===== config.mk =====
export PLATFORM = sky130hd
export DESIGN_NAME = compacting_edge_list_table_unit
export DESIGN_NICKNAME = d
export VERILOG_FILES = /design/src/rtl/celt_pkg.sv /design/src/rtl/celt_edge_mem.sv /design/src/rtl/celt_vertex_mem.sv /design/src/rtl/compacting_edge_list_table_unit.sv
export SDC_FILE = /design/constraint.sdc
export NUM_CORES = 2
export LEC_CHECK = 0
export BUFFER_PORTS_ARGS = -buffer_cell sky130_fd_sc_hd__buf_4
export CELL_PAD_IN_SITES_DETAIL_PLACEMENT = 1
export CELL_PAD_IN_SITES_GLOBAL_PLACEMENT = 1
export CORE_ASPECT_RATIO = 1.25
export CORE_MARGIN = 1
export CORE_UTILIZATION = 40
export DETAILED_ROUTE_END_ITERATION = 12
export PLACE_DENSITY_LB_ADDON = 0.1
export REMOVE_ABC_BUFFERS = 1
export SKIP_LAST_GASP = 1
export SLEW_MARGIN = 0
export SYNTH_ARGS = -nofsm -noshare
export SYNTH_HDL_FRONTEND = slang
export SYNTH_HIERARCHICAL = 1
export SYNTH_SLANG_ARGS = --single-unit

===== constraint.sdc =====
create_clock -name clk_i -period 25.9 [get_ports clk_i]
set_input_delay 5.18 -clock clk_i [delete_from_list [all_inputs] [get_ports clk_i]]
set_output_delay 5.18 -clock clk_i [all_outputs]
set_load 0.05 [all_outputs]

===== src/rtl/celt_pkg.sv =====
`default_nettype none
package celt_pkg;

  typedef enum logic [2:0] {
    OP_ADD_VERTEX  = 3'd0,
    OP_ADD_EDGE    = 3'd1,
    OP_DROP_VERTEX = 3'd2,
    OP_DROP_SLOT   = 3'd3,
    OP_DROP_PAIR   = 3'd4,
    OP_FIND_VERTEX = 3'd5,
    OP_FIND_EDGE   = 3'd6,
    OP_NONE        = 3'd7
  } op_e;

  typedef enum logic [1:0] {
    ST_OK    = 2'd0,
    ST_FULL  = 2'd1,
    ST_RANGE = 2'd2
  } status_e;

  typedef enum logic [2:0] {
    S_IDLE,
    S_SCAN,
    S_VTX,
    S_OUT
  } state_e;

  localparam int unsigned OpBits     = 3;
  localparam int unsigned VertexBits = 8;
  localparam int unsigned InWBits    = 32;
  localparam int unsigned SlotBits   = 6;
  localparam int unsigned TotalBits  = 7;
  localparam int unsigned StatusBits = 2;

endpackage
`default_nettype wire


===== src/rtl/celt_edge_mem.sv =====
`default_nettype none
module celt_edge_mem #(
  parameter int unsigned Depth = 64,
  parameter int unsigned Width = 48,
  localparam int unsigned AddrBits = (Depth > 1) ? $clog2(Depth) : 1
) (
  input  wire logic                clk_i,
  input  wire logic                we_i,
  input  wire logic [AddrBits-1:0] waddr_i,
  input  wire logic [Width-1:0]    wdata_i,
  input  wire logic [AddrBits-1:0] raddr_i,
  output      logic [Width-1:0]    rdata_o
);

  logic [Width-1:0] mem [Depth];

  always_ff @(posedge clk_i) begin
    if (we_i) begin
      mem[waddr_i] <= wdata_i;
    end
    rdata_o <= mem[raddr_i];
  end

endmodule
`default_nettype wire


===== src/rtl/celt_vertex_mem.sv =====
`default_nettype none
module celt_vertex_mem #(
  parameter int unsigned Depth = 256,
  localparam int unsigned AddrBits = (Depth > 1) ? $clog2(Depth) : 1
) (
  input  wire logic                clk_i,
  input  wire logic                we_i,
  input  wire logic [AddrBits-1:0] waddr_i,
  input  wire logic                wdata_i,
  input  wire logic [AddrBits-1:0] raddr_i,
  output      logic                rdata_o
);

  logic mem [Depth];

  always_ff @(posedge clk_i) begin
    if (we_i) begin
      mem[waddr_i] <= wdata_i;
    end
    rdata_o <= mem[raddr_i];
  end

endmodule
`default_nettype wire


===== src/rtl/compacting_edge_list_table_unit.sv =====
`default_nettype none
// Edge list table with vertex presence bitmap. One command beat in, one
// result beat out. Add edge writes the edge and marks the first vertex,
// then marks the second vertex and counts the edge; a full table skips
// both steps. Drop vertex, drop slot, drop pair and find edge sweep
// the edge memory one entry per cycle through the single read port of
// the edge memory. A drop slot that is out of range skips the sweep.
// After reset the vertex bitmap memory is cleared one entry per cycle,
// during which no command beat is taken. A new command is taken while the
// previous result still waits on the output.
module compacting_edge_list_table_unit #(
  parameter int unsigned MAX_EDGES    = 64,
  parameter int unsigned MAX_VERTICES = 256,
  parameter int unsigned WEIGHT_BITS  = 32
) (
  input  wire logic        clk_i,
  input  wire logic        rst_ni,
  input  wire logic        s_axis_tvalid,
  output      logic        s_axis_tready,
  // op[2:0], first_vertex[10:3], second_vertex[18:11], weight_in[50:19],
  // slot_in[56:51], zero fill
  input  wire logic [63:0] s_axis_tdata,
  output      logic        m_axis_tvalid,
  input  wire logic        m_axis_tready,
  // found[0], slot_out[6:1], weight_out[38:7], edge_total[45:39],
  // status[47:46]
  output      logic [47:0] m_axis_tdata
);

  localparam int unsigned AB  = (MAX_EDGES > 1) ? $clog2(MAX_EDGES) : 1;
  localparam int unsigned CB  = $clog2(MAX_EDGES + 1);
  localparam int unsigned VB  = (MAX_VERTICES > 1) ? $clog2(MAX_VERTICES) : 1;
  localparam int unsigned VCB = $clog2(MAX_VERTICES + 1);
  localparam int unsigned EW  = 2 * celt_pkg::VertexBits + WEIGHT_BITS;

  celt_pkg::state_e state_q, state_d;
  logic [celt_pkg::OpBits-1:0]     op_q, op_d;
  logic [celt_pkg::VertexBits-1:0] va_q, va_d, vb_q, vb_d;
  logic [WEIGHT_BITS-1:0]          w_q, w_d;
  logic [celt_pkg::SlotBits-1:0]   sl_q, sl_d;
  logic [CB-1:0] cnt_q, cnt_d, rd_q, rd_d, wr_q, wr_d;
  logic          rdv_q, rdv_d;
  logic [VCB-1:0] clr_q, clr_d;
  logic          busy_q, busy_d;
  logic          ov_q, ov_d;
  logic [47:0]   od_q, od_d;
  logic          fnd_q, fnd_d;
  logic [celt_pkg::SlotBits-1:0] fs_q, fs_d;
  logic [31:0]   fw_q, fw_d;

  logic          e_we;
  logic [AB-1:0] e_wa, e_ra;
  logic [EW-1:0] e_wd, e_rd;
  logic          v_we, v_wd, v_rd;
  logic [VB-1:0] v_wa, v_ra;

  celt_edge_mem #(.Depth(MAX_EDGES), .Width(EW)) u_edge (
    .clk_i, .we_i(e_we), .waddr_i(e_wa), .wdata_i(e_wd),
    .raddr_i(e_ra), .rdata_o(e_rd)
  );

  celt_vertex_mem #(.Depth(MAX_VERTICES)) u_vtx (
    .clk_i, .we_i(v_we), .waddr_i(v_wa), .wdata_i(v_wd),
    .raddr_i(v_ra), .rdata_o(v_rd)
  );

  logic [celt_pkg::VertexBits-1:0] r_src, r_dst;
  logic [WEIGHT_BITS-1:0]          r_w;
  assign r_src = e_rd[celt_pkg::VertexBits-1:0];
  assign r_dst = e_rd[2*celt_pkg::VertexBits-1:celt_pkg::VertexBits];
  assign r_w   = e_rd[EW-1:2*celt_pkg::VertexBits];

  logic signed [celt_pkg::InWBits-1:0] win;
  logic signed [WEIGHT_BITS-1:0] wfit;
  assign win = s_axis_tdata[50:19];
  always_comb begin
    if (WEIGHT_BITS >= 32) begin
      wfit = WEIGHT_BITS'(win);
    end else if (win > 32'(signed'({1'b0, {(WEIGHT_BITS-1){1'b1}}}))) begin
      wfit = {1'b0, {(WEIGHT_BITS-1){1'b1}}};
    end else if (win < 32'(signed'({1'b1, {(WEIGHT_BITS-1){1'b0}}}))) begin
      wfit = {1'b1, {(WEIGHT_BITS-1){1'b0}}};
    end else begin
      wfit = WEIGHT_BITS'(win);
    end
  end

  logic hit;
  always_comb begin
    if (op_q == celt_pkg::OP_DROP_VERTEX) begin
      hit = (r_src == va_q) || (r_dst == va_q);
    end else if (op_q == celt_pkg::OP_DROP_SLOT) begin
      hit = ((CB+1)'(rd_q) == (CB+1)'(sl_q) + (CB+1)'(1));
    end else begin
      hit = (r_src == va_q) && (r_dst == vb_q);
    end
  end

  logic vin_range;
  assign vin_range = (32'(va_q) < 32'(MAX_VERTICES));

  logic slot_oor;
  assign slot_oor = (32'(sl_q) >= 32'(cnt_q));

  logic out_free;
  assign out_free = !ov_q || m_axis_tready;
  assign s_axis_tready = (state_q == celt_pkg::S_IDLE) && !busy_q;

  function automatic logic [47:0] pack(logic f, logic [celt_pkg::SlotBits-1:0] s,
                                       logic [31:0] w, logic [CB-1:0] c,
                                       celt_pkg::status_e st);
    return {st, celt_pkg::TotalBits'(c), w, s, f};
  endfunction

  always_comb begin
    state_d = state_q; op_d = op_q; va_d = va_q; vb_d = vb_q; w_d = w_q;
    sl_d = sl_q; cnt_d = cnt_q; rd_d = rd_q; wr_d = wr_q; rdv_d = 1'b0;
    clr_d = clr_q; busy_d = busy_q; ov_d = ov_q; od_d = od_q;
    fnd_d = fnd_q; fs_d = fs_q; fw_d = fw_q;
    e_we = 1'b0; e_wa = '0; e_wd = '0; e_ra = '0;
    v_we = 1'b0; v_wa = '0; v_wd = 1'b0; v_ra = '0;
    if (ov_q && m_axis_tready) ov_d = 1'b0;
    if (busy_q) begin
      v_we = 1'b1; v_wa = VB'(clr_q);
      clr_d = clr_q + VCB'(1);
      if (clr_q == VCB'(MAX_VERTICES - 1)) busy_d = 1'b0;
    end
    unique case (state_q)
      celt_pkg::S_IDLE: begin
        if (s_axis_tvalid && s_axis_tready) begin
          op_d = s_axis_tdata[2:0];
          va_d = s_axis_tdata[10:3];
          vb_d = s_axis_tdata[18:11];
          w_d  = wfit;
          sl_d = s_axis_tdata[56:51];
          rd_d = '0; wr_d = '0; fnd_d = 1'b0; fs_d = '0; fw_d = '0;
          state_d = celt_pkg::S_SCAN;
          if (s_axis_tdata[2:0] == celt_pkg::OP_FIND_VERTEX) begin
            v_ra = VB'(s_axis_tdata[10:3]);
            state_d = celt_pkg::S_VTX;
          end
        end
      end
      celt_pkg::S_VTX: begin
        fnd_d = v_rd && vin_range;
        state_d = celt_pkg::S_OUT;
      end
      celt_pkg::S_SCAN: begin
        case (op_q)
          celt_pkg::OP_ADD_VERTEX: begin
            v_we = vin_range; v_wa = VB'(va_q); v_wd = 1'b1;
            state_d = celt_pkg::S_OUT;
          end
          celt_pkg::OP_ADD_EDGE: begin
            if (cnt_q < CB'(MAX_EDGES)) begin
              if (rd_q == '0) begin
                e_we = 1'b1; e_wa = AB'(cnt_q); e_wd = {w_q, vb_q, va_q};
                v_we = vin_range; v_wa = VB'(va_q); v_wd = 1'b1;
                rd_d = CB'(1);
              end else begin
                v_we = (32'(vb_q) < 32'(MAX_VERTICES)); v_wa = VB'(vb_q);
                v_wd = 1'b1;
                cnt_d = cnt_q + CB'(1);
                state_d = celt_pkg::S_OUT;
              end
            end else begin
              state_d = celt_pkg::S_OUT;
            end
          end
          celt_pkg::OP_DROP_VERTEX, celt_pkg::OP_DROP_SLOT,
          celt_pkg::OP_DROP_PAIR, celt_pkg::OP_FIND_EDGE: begin
            // one read per cycle, process the previous read
            if (rdv_q) begin
              if (op_q == celt_pkg::OP_FIND_EDGE) begin
                if (hit && !fnd_q) begin
                  fnd_d = 1'b1; fs_d = celt_pkg::SlotBits'(rd_q - CB'(1));
                  fw_d = 32'(signed'(r_w));
                end
              end else if (!hit) begin
                e_we = 1'b1; e_wa = AB'(wr_q); e_wd = e_rd;
                wr_d = wr_q + CB'(1);
              end
            end
            if (op_q == celt_pkg::OP_DROP_SLOT && slot_oor) begin
              state_d = celt_pkg::S_OUT;
            end else if (rd_q < cnt_q) begin
              e_ra = AB'(rd_q); rd_d = rd_q + CB'(1); rdv_d = 1'b1;
            end else begin
              if (op_q != celt_pkg::OP_FIND_EDGE) begin
                cnt_d = rdv_q && !hit ? wr_q + CB'(1) : wr_q;
              end
              if (op_q == celt_pkg::OP_DROP_VERTEX) begin
                state_d = celt_pkg::S_VTX;
              end else begin
                state_d = celt_pkg::S_OUT;
              end
            end
          end
          default: state_d = celt_pkg::S_OUT;
        endcase
        if (op_q == celt_pkg::OP_DROP_VERTEX && state_d == celt_pkg::S_VTX) begin
          v_we = vin_range; v_wa = VB'(va_q); v_wd = 1'b0;
          state_d = celt_pkg::S_OUT;
        end
      end
      celt_pkg::S_OUT: begin
        if (out_free) begin
          ov_d = 1'b1;
          od_d = pack(fnd_q, fs_q, fw_q, cnt_q,
                      (op_q == celt_pkg::OP_ADD_EDGE && rd_q == '0) ? celt_pkg::ST_FULL :
                      (op_q == celt_pkg::OP_DROP_SLOT && slot_oor &&
                       wr_q == '0 && rd_q == '0) ? celt_pkg::ST_RANGE : celt_pkg::ST_OK);
          state_d = celt_pkg::S_IDLE;
        end
      end
      default: state_d = celt_pkg::S_IDLE;
    endcase
  end

  always_ff @(posedge clk_i or negedge rst_ni) begin
    if (!rst_ni) begin
      state_q <= celt_pkg::S_IDLE;
      cnt_q <= '0; rdv_q <= 1'b0; clr_q <= '0; busy_q <= 1'b1; ov_q <= 1'b0;
    end else begin
      state_q <= state_d;
      cnt_q <= cnt_d; rdv_q <= rdv_d; clr_q <= clr_d; busy_q <= busy_d;
      ov_q <= ov_d;
    end
  end

  always_ff @(posedge clk_i) begin
    op_q <= op_d; va_q <= va_d; vb_q <= vb_d; w_q <= w_d; sl_q <= sl_d;
    rd_q <= rd_d; wr_q <= wr_d; od_q <= od_d; fnd_q <= fnd_d; fs_q <= fs_d;
    fw_q <= fw_d;
  end

  assign m_axis_tvalid = ov_q;
  assign m_axis_tdata  = od_q;

`ifndef SYNTH
  a_count_max: assert property (@(posedge clk_i) disable iff (!rst_ni)
    cnt_q <= CB'(MAX_EDGES)) else $error("edge count overflow");
  a_no_take_busy: assert property (@(posedge clk_i) disable iff (!rst_ni)
    busy_q |-> !s_axis_tready) else $error("beat taken during clear");
  a_out_hold: assert property (@(posedge clk_i) disable iff (!rst_ni)
    ov_q && !m_axis_tready |=> ov_q && $stable(od_q)) else $error("result lost");
`endif

endmodule
`default_nettype wire

==> out/summary.txt <==
Status - completed
Vias - 71170
Routed WL per cell - 36.89 microns
Max Fclk - 118.9 MHz
Synthesized instance count - 6691
Util after Layout - 45.62%
Worst EP arrival - 9.19 ns
Die H - 658.4 microns
Cts hold-fix bufs - 0
Commonest cells after routing, fill and taps aside - edfxtp_1, mux4_2, clkbuf_16
CP required - 26.68 ns
Vias per cell - 6.041
Worst slew pin tran - 1.301 ns
Final setup vio count - 0
GR Util All Layers - 24.84%
Critical path class - in -> reg
Largest net degree at the start of global routing - 136
Die width - 527.1 microns
Async SR Flop Fraction - 0.6185%
Final Slew Violations - 0
Layout cells sized above 1 - 24.53%
Die area - 347000 sq um
CTS resizes - 0
CTS tree - built
CP max FO - 48
FF+latch count, synth - 3557
P per Cell Area - 76.25 nW/um^2
Yosys warnings - 6
CTS Buffer Depth - 4
Final Hold Fails - 0
Drt drc - 0
GP Congestion - 0.7696
Hold Path Class - reg -> reg
Peak VDD IR - 0.05207 mV
Most common cell after layout, fill and taps aside - edfxtp_1
Area Growth Syn to Fin - 13.28%
Drt first pass iters - 8
Initial Util - 40.27%
Overall Power - 11.91 mW
Initial antenna violation count - 20
Leakage power - 39.06 nW
Total Wirelength - 434.6 mm
Register area share after synthesis - 77.04%
Post-CTS Setup Repair Bufs - 0
Row cnt - 240
Startpoint type of the worst setup path - input pin
Worst Setup End Kind - register
Post-route setup TNS - 0 ns
Fill cells - 31170
Net count reported at finish - 7084
Synth cell types - 85
Root Driver - clkbuf_16
Predominant post-synthesis flop cell - edfxtp_1
Tcrit/Tclk final - 32.46%
Hpwl dp - 232.4 mm
I/O pins - 118
Unrepaired setup endpoints after global routing - false
Normalized max-slew margin - 13.30%
Vias in the first global route - 73750
Synthesized cell area - 137900 sq um
EDFF count, synth - 3486
Max-Cap Viols - 0
Antenna-violating nets left - 0
First-pass GRT wire length - 596.8 mm
Clk slew on worst S/H paths - 0.06 ns
Clock latency on the worst-skew pair - 0.97 ns
IO buf count - 110
CTS sink count - 3557
Skew final - 0.05312 ns
Grt total ovfl - 0
Crit path time final - 8.407 ns
Htree depth - 5
Syn Area/Cell - 20.60 sq um
TritonCTS buffer count - 366
Core box area - 342300 sq um
Drt first-iter violations - 7553
## path summary, 6_finish.rpt
check / from / endpoint / slack [ns] / cells past startpoint
max: s_axis_tvalid / u_vtx/rdata_o$_DFF_P_ / 17.49 / 12
min: fw_q[29]$_SDFFCE_PN0P_ / m_axis_tdata[36]$_DFFE_PP_ / 0.41 / 0
max reg2reg: rd_q[3]$_SDFFCE_PN0P_ / u_edge/rdata_o[33]$_DFF_P_ / 17.81 / 17
min reg2reg: fw_q[29]$_SDFFCE_PN0P_ / m_axis_tdata[36]$_DFFE_PP_ / 0.41 / 0
max in group asynchronous: rst_ni / busy_q$_DFF_PN1_ / 21.48 / 1
min in group asynchronous: rst_ni / clr_q[8]$_DFFE_PN0P_ / 4.13 / 1
## cell families after synthesis
logic type	share of synthesized area, %
DFF	77.04
muxes	14.11
and+or+nand+nor	3.377
AOI/OAI and AO/OA	3.285
buffers and inverters	1.651
xor gates and xnor gates	0.3367
adders and majority gates	0.1906
other	0.002720
## layout make-up
type                    instances  area [sq um]  share of cell area, %
well taps                    4477          5602                  3.587
flip-flops and latches       3557        106200                  68.01
clock buffers                 464          9648                  6.178
repair buffers                330          2577                  1.650
clock inverters               211          1952                  1.250
diodes                          2         5.005               0.003205
multi-input cells            2715         30070                  19.26
inverters                      25         96.34                0.06169
## synthesized netlist by cell type (all sizes together), types with 25 or more instances
master | number | share of area [%]
a211oi | 44 | 0.24
a21oi | 37 | 0.13
a221o | 34 | 0.25
a22o | 60 | 0.38
a22oi | 88 | 0.48
and2 | 44 | 0.20
and3 | 29 | 0.13
buf | 214 | 1.1
clkbuf | 180 | 0.49
dfxtp | 49 | 0.71
edfxtp | 3486 | 76
inv | 25 | 0.068
mux2 | 73 | 0.60
mux2i | 255 | 1.9
mux4 | 714 | 12
nand2 | 162 | 0.44
nand3 | 127 | 0.47
nand4 | 74 | 0.34
nor2 | 413 | 1.1
nor2b | 38 | 0.17
o21ai | 41 | 0.15
o221ai | 40 | 0.25
o22ai | 156 | 0.71
xnor2 | 35 | 0.22
## metrics by stage
step	area, sq um	setup slack [ns]	std cells	hold WS, ns
floorplan	135700	-42.52	6297	0.4003
global placement	144600	16.37	11100	0.4035
detailed placement	144600	16.36	11100	0.4063
CTS	156200	17.41	11780	0.4147
global route	156200	17.22	11780	0.4246
finish	156200	17.49	11780	0.4091
## registers in the layout, indices dropped and copies added, names as in the netlist, 3 cells and up
| name | flops |
|---|---|
| clr_q | 9 |
| cnt_q | 7 |
| fs_q | 6 |
| fw_q | 32 |
| m_axis_tdata | 48 |
| op_q | 3 |
| rd_q | 7 |
| sl_q | 6 |
| state_q | 3 |
| u_edge/mem | 3072 |
| u_edge/rdata_o | 48 |
| u_vtx/mem | 256 |
| va_q | 8 |
| vb_q | 8 |
| w_q | 32 |
| wr_q | 7 |
## report_power, final
group	total, mW	switching (mW)	internal, mW
logic	0.385	0.262	0.123
clock network	5.21	2.29	2.91
registers	6.32	0.0444	6.27
## routing by layer
metal	vias up	track usage (%)	share of wire [%]	wire length (microns)
met2	2390	42.82	51	220500
li1	28450	-	-	-
met3	576	2.986	5.8	25390
met4	0	5.690	2.3	10050
met1	39750	33.65	41	178700
met5	-	0	0	0
## critical path, stage by stage
cell and delay [ns]:
buf_4 0.07, nand2_1 0.20, nor3_1 0.25, buf_4 0.20, and2_4 0.44, buf_4 0.78
nand3b_1 0.73, o22ai_1 0.19, nor4_1 0.36, a2111oi_0 0.12, a21oi_1 0.39, a22oi_1 0.23
No activity file was read; power rests on OpenSTA's default activity.
